**config.mk**
```make
export PLATFORM = sky130hd
export DESIGN_NAME = fan_tach_period_rpm_meter_core
export DESIGN_NICKNAME = d
export VERILOG_FILES = /design/src/rtl/ftach_pkg.sv /design/src/rtl/ftach_div.sv /design/src/rtl/fan_tach_period_rpm_meter_core.sv
export SDC_FILE = /design/constraint.sdc
export NUM_CORES = 1
export LEC_CHECK = 0
export BUFFER_PORTS_ARGS = -buffer_cell sky130_fd_sc_hd__buf_2
export CAP_MARGIN = 20
export CORE_UTILIZATION = 40
export CTS_CLUSTER_DIAMETER = 150
export CTS_CLUSTER_SIZE = 8
export DETAILED_ROUTE_END_ITERATION = 8
export GPL_TIMING_DRIVEN = 0
export HOLD_SLACK_MARGIN = 0.06
export MAX_ROUTING_LAYER = met4
export SLEW_MARGIN = 20
export SYNTH_ARGS = -nofsm -noshare
export SYNTH_HDL_FRONTEND = slang
export SYNTH_SLANG_ARGS = --single-unit
```
**constraint.sdc**
```tcl
create_clock -name clk -period 6.98 [get_ports clk]
set_input_delay 1.396 -clock clk [delete_from_list [all_inputs] [get_ports clk]]
set_output_delay 1.396 -clock clk [all_outputs]
set_load 0.01 [all_outputs]
```
**src/rtl/ftach_pkg.sv**
```systemverilog
// Types and constants shared by the fan tachometer period meter.
package ftach_pkg;

  localparam int unsigned NUM_W     = 21;
  localparam int unsigned RPM_W     = 16;
  localparam int unsigned LEVEL_W   = 4;
  localparam int unsigned FAN_IDX_W = 2;
  localparam int unsigned STEP_W    = 5;
  localparam int unsigned APB_AW    = 3;
  localparam int unsigned APB_DW    = 32;

  localparam logic [NUM_W-1:0] RATE_RESET = 21'd1406470;

  typedef enum logic [0:0] {
    REG_STRETCH = 1'b0,
    REG_RATE    = 1'b1
  } reg_idx_t;

  typedef enum logic [2:0] {
    ST_IDLE = 3'b001,
    ST_DIV  = 3'b010,
    ST_PUSH = 3'b100
  } ctl_state_t;

  typedef enum logic [4:0] {
    PH_IDLE = 5'b00001,
    PH_WH1  = 5'b00010,
    PH_WL1  = 5'b00100,
    PH_WH2  = 5'b01000,
    PH_WL2  = 5'b10000
  } phase_t;

  typedef struct packed {
    logic               start_measure;
    logic               timeout;
    logic [LEVEL_W-1:0] tach_levels;
  } in_item_t;

  typedef struct packed {
    logic [FAN_IDX_W-1:0] fan_index;
    logic                 busy_res;
    logic                 force_full_drive;
    logic                 done_res;
    logic [RPM_W-1:0]     rpm_value;
  } out_item_t;

endpackage

```
**src/rtl/ftach_div.sv**
```systemverilog
// Bit-serial restoring divider: one quotient bit per cycle.
module ftach_div #(
  parameter int unsigned DW = 16
) (
  input  logic                          clk,
  input  logic                          rst,
  input  logic                          start,
  input  logic [ftach_pkg::NUM_W-1:0]   dividend,
  input  logic [DW-1:0]                 divisor,
  output logic                          done,
  output logic [ftach_pkg::NUM_W-1:0]   quotient
);

  logic                                busy;
  logic [ftach_pkg::STEP_W-1:0]        steps;
  logic [DW-1:0]                       rem;
  logic [DW-1:0]                       dvsr;
  logic [ftach_pkg::NUM_W-1:0]         q;
  logic [DW:0]                         shifted;
  logic [DW+1:0]                       diff;
  logic                                ge;
  logic [DW-1:0]                       rem_next;

  assign shifted  = {rem, q[ftach_pkg::NUM_W-1]};
  assign diff     = {1'b0, shifted} - {2'b00, dvsr};
  assign ge       = ~diff[DW+1];
  assign rem_next = ge ? diff[DW-1:0] : shifted[DW-1:0];
  assign quotient = q;

  always_ff @(posedge clk) begin
    if (rst) begin
      busy  <= 1'b0;
      done  <= 1'b0;
      steps <= '0;
    end else begin
      done <= 1'b0;
      if (start) begin
        busy  <= 1'b1;
        steps <= ftach_pkg::STEP_W'(ftach_pkg::NUM_W);
        rem   <= '0;
        dvsr  <= divisor;
        q     <= dividend;
      end else if (busy) begin
        rem   <= rem_next;
        q     <= {q[ftach_pkg::NUM_W-2:0], ge};
        steps <= steps - ftach_pkg::STEP_W'(1);
        if (steps == ftach_pkg::STEP_W'(1)) begin
          busy <= 1'b0;
          done <= 1'b1;
        end
      end
    end
  end

endmodule

```
**src/rtl/fan_tach_period_rpm_meter_core.sv**
```systemverilog
// Fan tachometer period meter: edge tracking, capture and rpm store around a serial divider.
// An ordinary tick: result registered in the push state once the output is free, next request accepted after hand-over.
// The tick that closes a measurement runs the 21-step serial divider: result valid
// after the divide and push states, next request accepted after the hand-over.
// The output register holds a result while the next item is accepted.
// Synchronous active-high reset: idle, fan 0, counter 0, all stored rpm 0, registers reset.
module fan_tach_period_rpm_meter_core #(
  parameter int unsigned FAN_COUNT    = 4,
  parameter int unsigned COUNTER_BITS = 16
) (
  input  logic                              clk,
  input  logic                              rst,
  input  logic                              in_valid,
  output logic                              in_ready,
  input  ftach_pkg::in_item_t               in_data,
  output logic                              out_valid,
  input  logic                              out_ready,
  output ftach_pkg::out_item_t              out_data,
  input  logic                              psel,
  input  logic                              penable,
  input  logic                              pwrite,
  input  logic [ftach_pkg::APB_AW-1:0]      paddr,
  input  logic [ftach_pkg::APB_DW-1:0]      pwdata,
  output logic [ftach_pkg::APB_DW-1:0]      prdata,
  output logic                              pready
);

  localparam int unsigned FB  = (FAN_COUNT > 1) ? $clog2(FAN_COUNT) : 1;
  localparam int unsigned FEW = FB + 2;

  ftach_pkg::ctl_state_t                state;
  ftach_pkg::phase_t                    phase;
  ftach_pkg::phase_t                    phase_next;
  logic [FB-1:0]                        sel_fan;
  logic [FB-1:0]                        sel_fan_next;
  logic [COUNTER_BITS-1:0]              tick_count;
  logic [COUNTER_BITS-1:0]              first_capture;
  logic [ftach_pkg::RPM_W-1:0]          rpm_store [FAN_COUNT];
  logic [ftach_pkg::LEVEL_W-1:0]        stretch_mask;
  logic [ftach_pkg::NUM_W-1:0]          rate_numerator;
  logic                                 done_flag;
  logic                                 done_next;
  logic                                 clear_rpm;
  logic                                 capture;
  logic                                 div_go;
  logic                                 div_done;
  logic [ftach_pkg::NUM_W-1:0]          div_q;
  logic [ftach_pkg::RPM_W-1:0]          rpm_sat;
  logic                                 accept;
  logic                                 push;
  logic                                 cfg_write;
  ftach_pkg::reg_idx_t                  cfg_idx;
  logic [FEW-1:0]                       fan_ext;
  logic                                 fan_in_range;
  logic                                 pin;
  logic                                 busy;
  ftach_pkg::out_item_t                 result;

  assign pready    = 1'b1;
  assign cfg_write = psel & penable & pwrite & pready;
  assign cfg_idx   = ftach_pkg::reg_idx_t'(paddr[2]);

  always_comb begin
    unique case (cfg_idx)
      ftach_pkg::REG_STRETCH:
        prdata = ftach_pkg::APB_DW'(stretch_mask);
      ftach_pkg::REG_RATE:
        prdata = ftach_pkg::APB_DW'(rate_numerator);
      default:
        prdata = '0;
    endcase
  end

  assign in_ready = (state == ftach_pkg::ST_IDLE);
  assign accept   = in_valid & in_ready;
  // Hand over once the output register is free or being drained.
  assign push     = (state == ftach_pkg::ST_PUSH) & (~out_valid | out_ready);

  // Pins and stretch bits above the 4-bit fields read as zero.
  assign fan_ext      = {2'b00, sel_fan};
  assign fan_in_range = (fan_ext < FEW'(ftach_pkg::LEVEL_W));
  assign pin          = fan_in_range ? in_data.tach_levels[fan_ext[1:0]] : 1'b0;

  always_comb begin
    phase_next   = phase;
    sel_fan_next = sel_fan;
    done_next    = 1'b0;
    clear_rpm    = 1'b0;
    capture      = 1'b0;
    div_go       = 1'b0;
    if (phase == ftach_pkg::PH_IDLE) begin
      if (in_data.start_measure) begin
        sel_fan_next = (sel_fan == FB'(FAN_COUNT - 1)) ? '0 : sel_fan + FB'(1);
        clear_rpm    = 1'b1;
        phase_next   = ftach_pkg::PH_WH1;
      end
    end else if (in_data.timeout) begin
      phase_next = ftach_pkg::PH_IDLE;
      done_next  = 1'b1;
    end else begin
      unique case (phase)
        ftach_pkg::PH_WH1: begin
          if (pin) phase_next = ftach_pkg::PH_WL1;
        end
        ftach_pkg::PH_WL1: begin
          if (!pin) begin
            capture    = 1'b1;
            phase_next = ftach_pkg::PH_WH2;
          end
        end
        ftach_pkg::PH_WH2: begin
          if (pin) phase_next = ftach_pkg::PH_WL2;
        end
        ftach_pkg::PH_WL2: begin
          if (!pin) begin
            phase_next = ftach_pkg::PH_IDLE;
            done_next  = 1'b1;
            div_go     = 1'b1;
          end
        end
        default: ;
      endcase
    end
  end

  ftach_div #(
    .DW (COUNTER_BITS)
  ) u_div (
    .clk      (clk),
    .rst      (rst),
    .start    (accept & div_go),
    .dividend (rate_numerator),
    .divisor  (tick_count - first_capture),
    .done     (div_done),
    .quotient (div_q)
  );

  assign rpm_sat = (|div_q[ftach_pkg::NUM_W-1:ftach_pkg::RPM_W]) ? '1
                                                                 : div_q[ftach_pkg::RPM_W-1:0];

  assign busy                    = (phase != ftach_pkg::PH_IDLE);
  assign result.fan_index        = fan_ext[1:0];
  assign result.busy_res         = busy;
  assign result.force_full_drive = busy & fan_in_range & stretch_mask[fan_ext[1:0]];
  assign result.done_res         = done_flag;
  assign result.rpm_value        = rpm_store[sel_fan];

  always_ff @(posedge clk) begin
    if (rst) begin
      state          <= ftach_pkg::ST_IDLE;
      phase          <= ftach_pkg::PH_IDLE;
      sel_fan        <= '0;
      tick_count     <= '0;
      stretch_mask   <= '0;
      rate_numerator <= ftach_pkg::RATE_RESET;
      done_flag      <= 1'b0;
      out_valid      <= 1'b0;
      for (int i = 0; i < FAN_COUNT; i++) begin
        rpm_store[i] <= '0;
      end
    end else begin
      if (cfg_write) begin
        unique case (cfg_idx)
          ftach_pkg::REG_STRETCH:
            stretch_mask <= pwdata[ftach_pkg::LEVEL_W-1:0];
          ftach_pkg::REG_RATE:
            rate_numerator <= pwdata[ftach_pkg::NUM_W-1:0];
          default: ;
        endcase
      end
      if (push) begin
        out_valid <= 1'b1;
      end else if (out_ready) begin
        out_valid <= 1'b0;
      end
      unique case (state)
        ftach_pkg::ST_IDLE: begin
          if (accept) begin
            phase      <= phase_next;
            sel_fan    <= sel_fan_next;
            tick_count <= tick_count + COUNTER_BITS'(1);
            done_flag  <= done_next;
            if (capture) first_capture <= tick_count;
            if (clear_rpm) rpm_store[sel_fan_next] <= '0;
            state <= div_go ? ftach_pkg::ST_DIV : ftach_pkg::ST_PUSH;
          end
        end
        ftach_pkg::ST_DIV: begin
          if (div_done) begin
            rpm_store[sel_fan] <= rpm_sat;
            state              <= ftach_pkg::ST_PUSH;
          end
        end
        ftach_pkg::ST_PUSH: begin
          if (push) begin
            out_data <= result;
            state    <= ftach_pkg::ST_IDLE;
          end
        end
        default: state <= ftach_pkg::ST_IDLE;
      endcase
    end
  end

endmodule

```
==> flow_summary.json <==
{
  "cts_inserted_buffers": 30,
  "gr-total-overflow": 0,
  "insertion_delay_ns": 0.54,
  "gp_congestion": 0.8644,
  "dieWidth_um": 164.7,
  "viasPerCell": 5.151,
  "grt_max_degree": 25,
  "seqPwrFrac_pct": 48.7,
  "io-pin-count": 104,
  "fmax_mhz": 257.0,
  "finalWirelength_mm": 23.95,
  "grt_pass1_wl_mm": 38.57,
  "tritoncts": "yes",
  "avgSynthCellArea_um2": 10.70,
  "layout.cells.non_filler": 1472,
  "worstMarginPinSlew_ns": 0.8984,
  "swShare_pct": 21.71,
  "dp_hpwl_mm": 17.41,
  "async_flop_share_pct": 0,
  "finalSetupViolations": 0,
  "ys_types": 67,
  "syn2layout_area_growth_pct": 16.77,
  "critPathCaptureType": "primary output",
  "synth.area.top_cells": "edfxtp_1, dfxtp_1, nand2_1",
  "initial_core_util_pct": 40.76,
  "root_buffer": "clkbuf_16",
  "rsz0062_at_grt": "false",
  "postCtsHoldBufs": 0,
  "path_clk_slew_ns": 0.05,
  "h-tree-depth": 1,
  "fin_nets": 1199,
  "irDropWorstVdd_uv": 180.5,
  "cts_sinks": 214,
  "slew_violations": 0,
  "yosys.area.top_type_share_pct": 43.66,
  "post_cts_buffers": 0,
  "fin_util_pct": 47.60,
  "drive_above_1_share_pct": 14.69,
  "die_h_um": 164.7,
  "grt_use_total_pct": 18.70,
  "postRouteAntennaNets": 0,
  "power_frac_comb_pct": 5.5,
  "drt_iter0_drc": 490,
  "p_per_area_nw_per_um2": 232.4,
  "start_kind": "primary input",
  "regToRegSetupSlack_ns": 3.80,
  "drcViolationCount": 0,
  "cp.arrival_ns": 2.50,
  "synthCells": 990,
  "dp.cells": 1417,
  "drt_first_pass_iters": 5,
  "intPower_uw": 2250,
  "cts-resized-gates": 0,
  "slew_headroom_pct": 40.10,
  "pwr-share-clk_pct": 45.8,
  "p_leak_uw": 0.005033,
  "switching_power_uw": 623.9,
  "syn_area_um2": 10590,
  "synth-seq-cells": 214,
  "synth_edf_count": 154,
  "period_needed_ns": 3.891,
  "ys.flop_type": "edfxtp_1",
  "die-area_um2": 27130,
  "synth_top_area_cell": "edfxtp_1",
  "worstPathMaxFanout": 10,
  "n_antenna_cell": 0,
  "hold_path_class": "reg -> reg",
  "n_fill_cell": 2442,
  "port_buffers": 78,
  "drv_cap": 0,
  "vias": 7582,
  "yosysSeqAreaShare_pct": 55.00,
  "antenna_found_initial": 0,
  "coreArea_um2": 25980,
  "skew_ns": 0.01203,
  "total_power_uw": 2874,
  "synth_warnings": 0,
  "status": "complete, no violations",
  "cp_data_required_time_ns": 5.58,
  "post_drt_wl_per_cell_um": 16.27,
  "critPathKind": "in -> out",
  "timing.final.hold_violations": 0,
  "grt_pass1_vias": 7260,
  "clock_path_buffers": 3,
  "finalSetupTns_ns": 0,
  "fin_crit_sh_pct": 55.75,
  "rows": 59
}
-- logic make-up (layout without fill, tap and decap cells) --
group           Yosys count  after routing  synth area share [%]
compound gates          163            163                 9.628
flops                   214            214                 55.00
simple gates            381            381                 17.37
other cells               2             12               0.07091
fa+ha+maj                37             37                 4.513
xor+xnor                 40             40                 3.308
mux                      32             32                 5.210
buf+inv                 121            258                 4.902
-- cells in the mapped netlist, types with 21 or more instances --
library cell	count
edfxtp_1	154
nand2_1	137
nor2_1	98
inv_1	65
dfxtp_1	60
a21oi_1	55
o21ai_0	39
clkbuf_1	35
ha_1	35
xnor2_1	28
and2_1	21
nand3_1	21
-- metrics by stage --
stage                     hold WS (ns)  worst slack (ns)  instance area [um^2]
final                           0.4329             3.089                 12370
after detailed placement        0.4293             2.868                 11510
after floorplan                 0.4081             3.161                 10630
after CTS                       0.4434             3.055                 12370
after global routing            0.4561             3.039                 12370
after global placement          0.4226             2.162                 11440
-- registers in the layout (all words and copies together) (netlist names), 2 cells and up --
name / flops
rpm_store: 64
u_div.quotient: 21
out_data: 21
tick_count: 16
phase: 5
stretch_mask: 4
u_div.rem: 16
sel_fan: 2
first_capture: 16
u_div.steps: 5
state: 3
rate_numerator: 21
u_div.dvsr: 16
-- worst paths after layout --
kind / from / endpoint / cells past startpoint
max: paddr[2] / prdata[3] / 4
min: done_flag / out_data[16] / 0
max reg2reg: state[2] / rpm_store[1][14] / 7
min reg2reg: done_flag / out_data[16] / 0
-- cell type report --
class | instances | area, um^2 | area share (%)
clock buffer | 53 | 837.1 | 6.768
timing repair buffer | 82 | 444.2 | 3.591
clock inverter | 2 | 20.02 | 0.1619
tap | 335 | 419.2 | 3.389
buffer | 56 | 275.3 | 2.226
inverter | 65 | 244.0 | 1.973
multi-input combinational | 665 | 4303 | 34.79
sequential | 214 | 5826 | 47.10
-- power groups by stage --
stage               combinational, uW  sequential (uW)  clock [uW]
floorplan                         106             1420           0
global placement                  155             1420           0
detailed placement                158             1420           0
CTS                               159             1400        1350
global route                      174             1400        1400
finish                            157             1400        1320
-- cell usage in the layout, fill, tap and decap left out, drive strengths merged, types with 5 or more instances in the layout --
cell type    n
o21ai       39
xnor2       28
nand2      137
clkbuf      89
nor4b        5
nor2b        5
a21o        14
mux4        18
nand2b      18
nor3        20
conb        12
mux2i        9
buf        102
xor2        12
o211ai      11
mux2         5
a2111oi      5
o21bai       6
inv         65
or3          9
a21oi       55
and2        21
nand3b      12
ha          35
edfxtp     154
nor2        98
nand4        8
nand3       21
dfxtp       60
-- per-layer routing --
layer  vias to the layer above  wire length, um  GRT usage [%]
li1                       3758                -              -
met1                      3623            10840          24.51
met2                       154            11590          30.31
met3                        47              917          2.737
met4                         0              599          4.879
met5                         -                0              -
-- critical path, cell delays in order --
cell and delay (ns):
buf_2 0.13, clkbuf_1 0.40, mux2_2 0.42, buf_2 0.15
(Power assumes the default switching activity.)
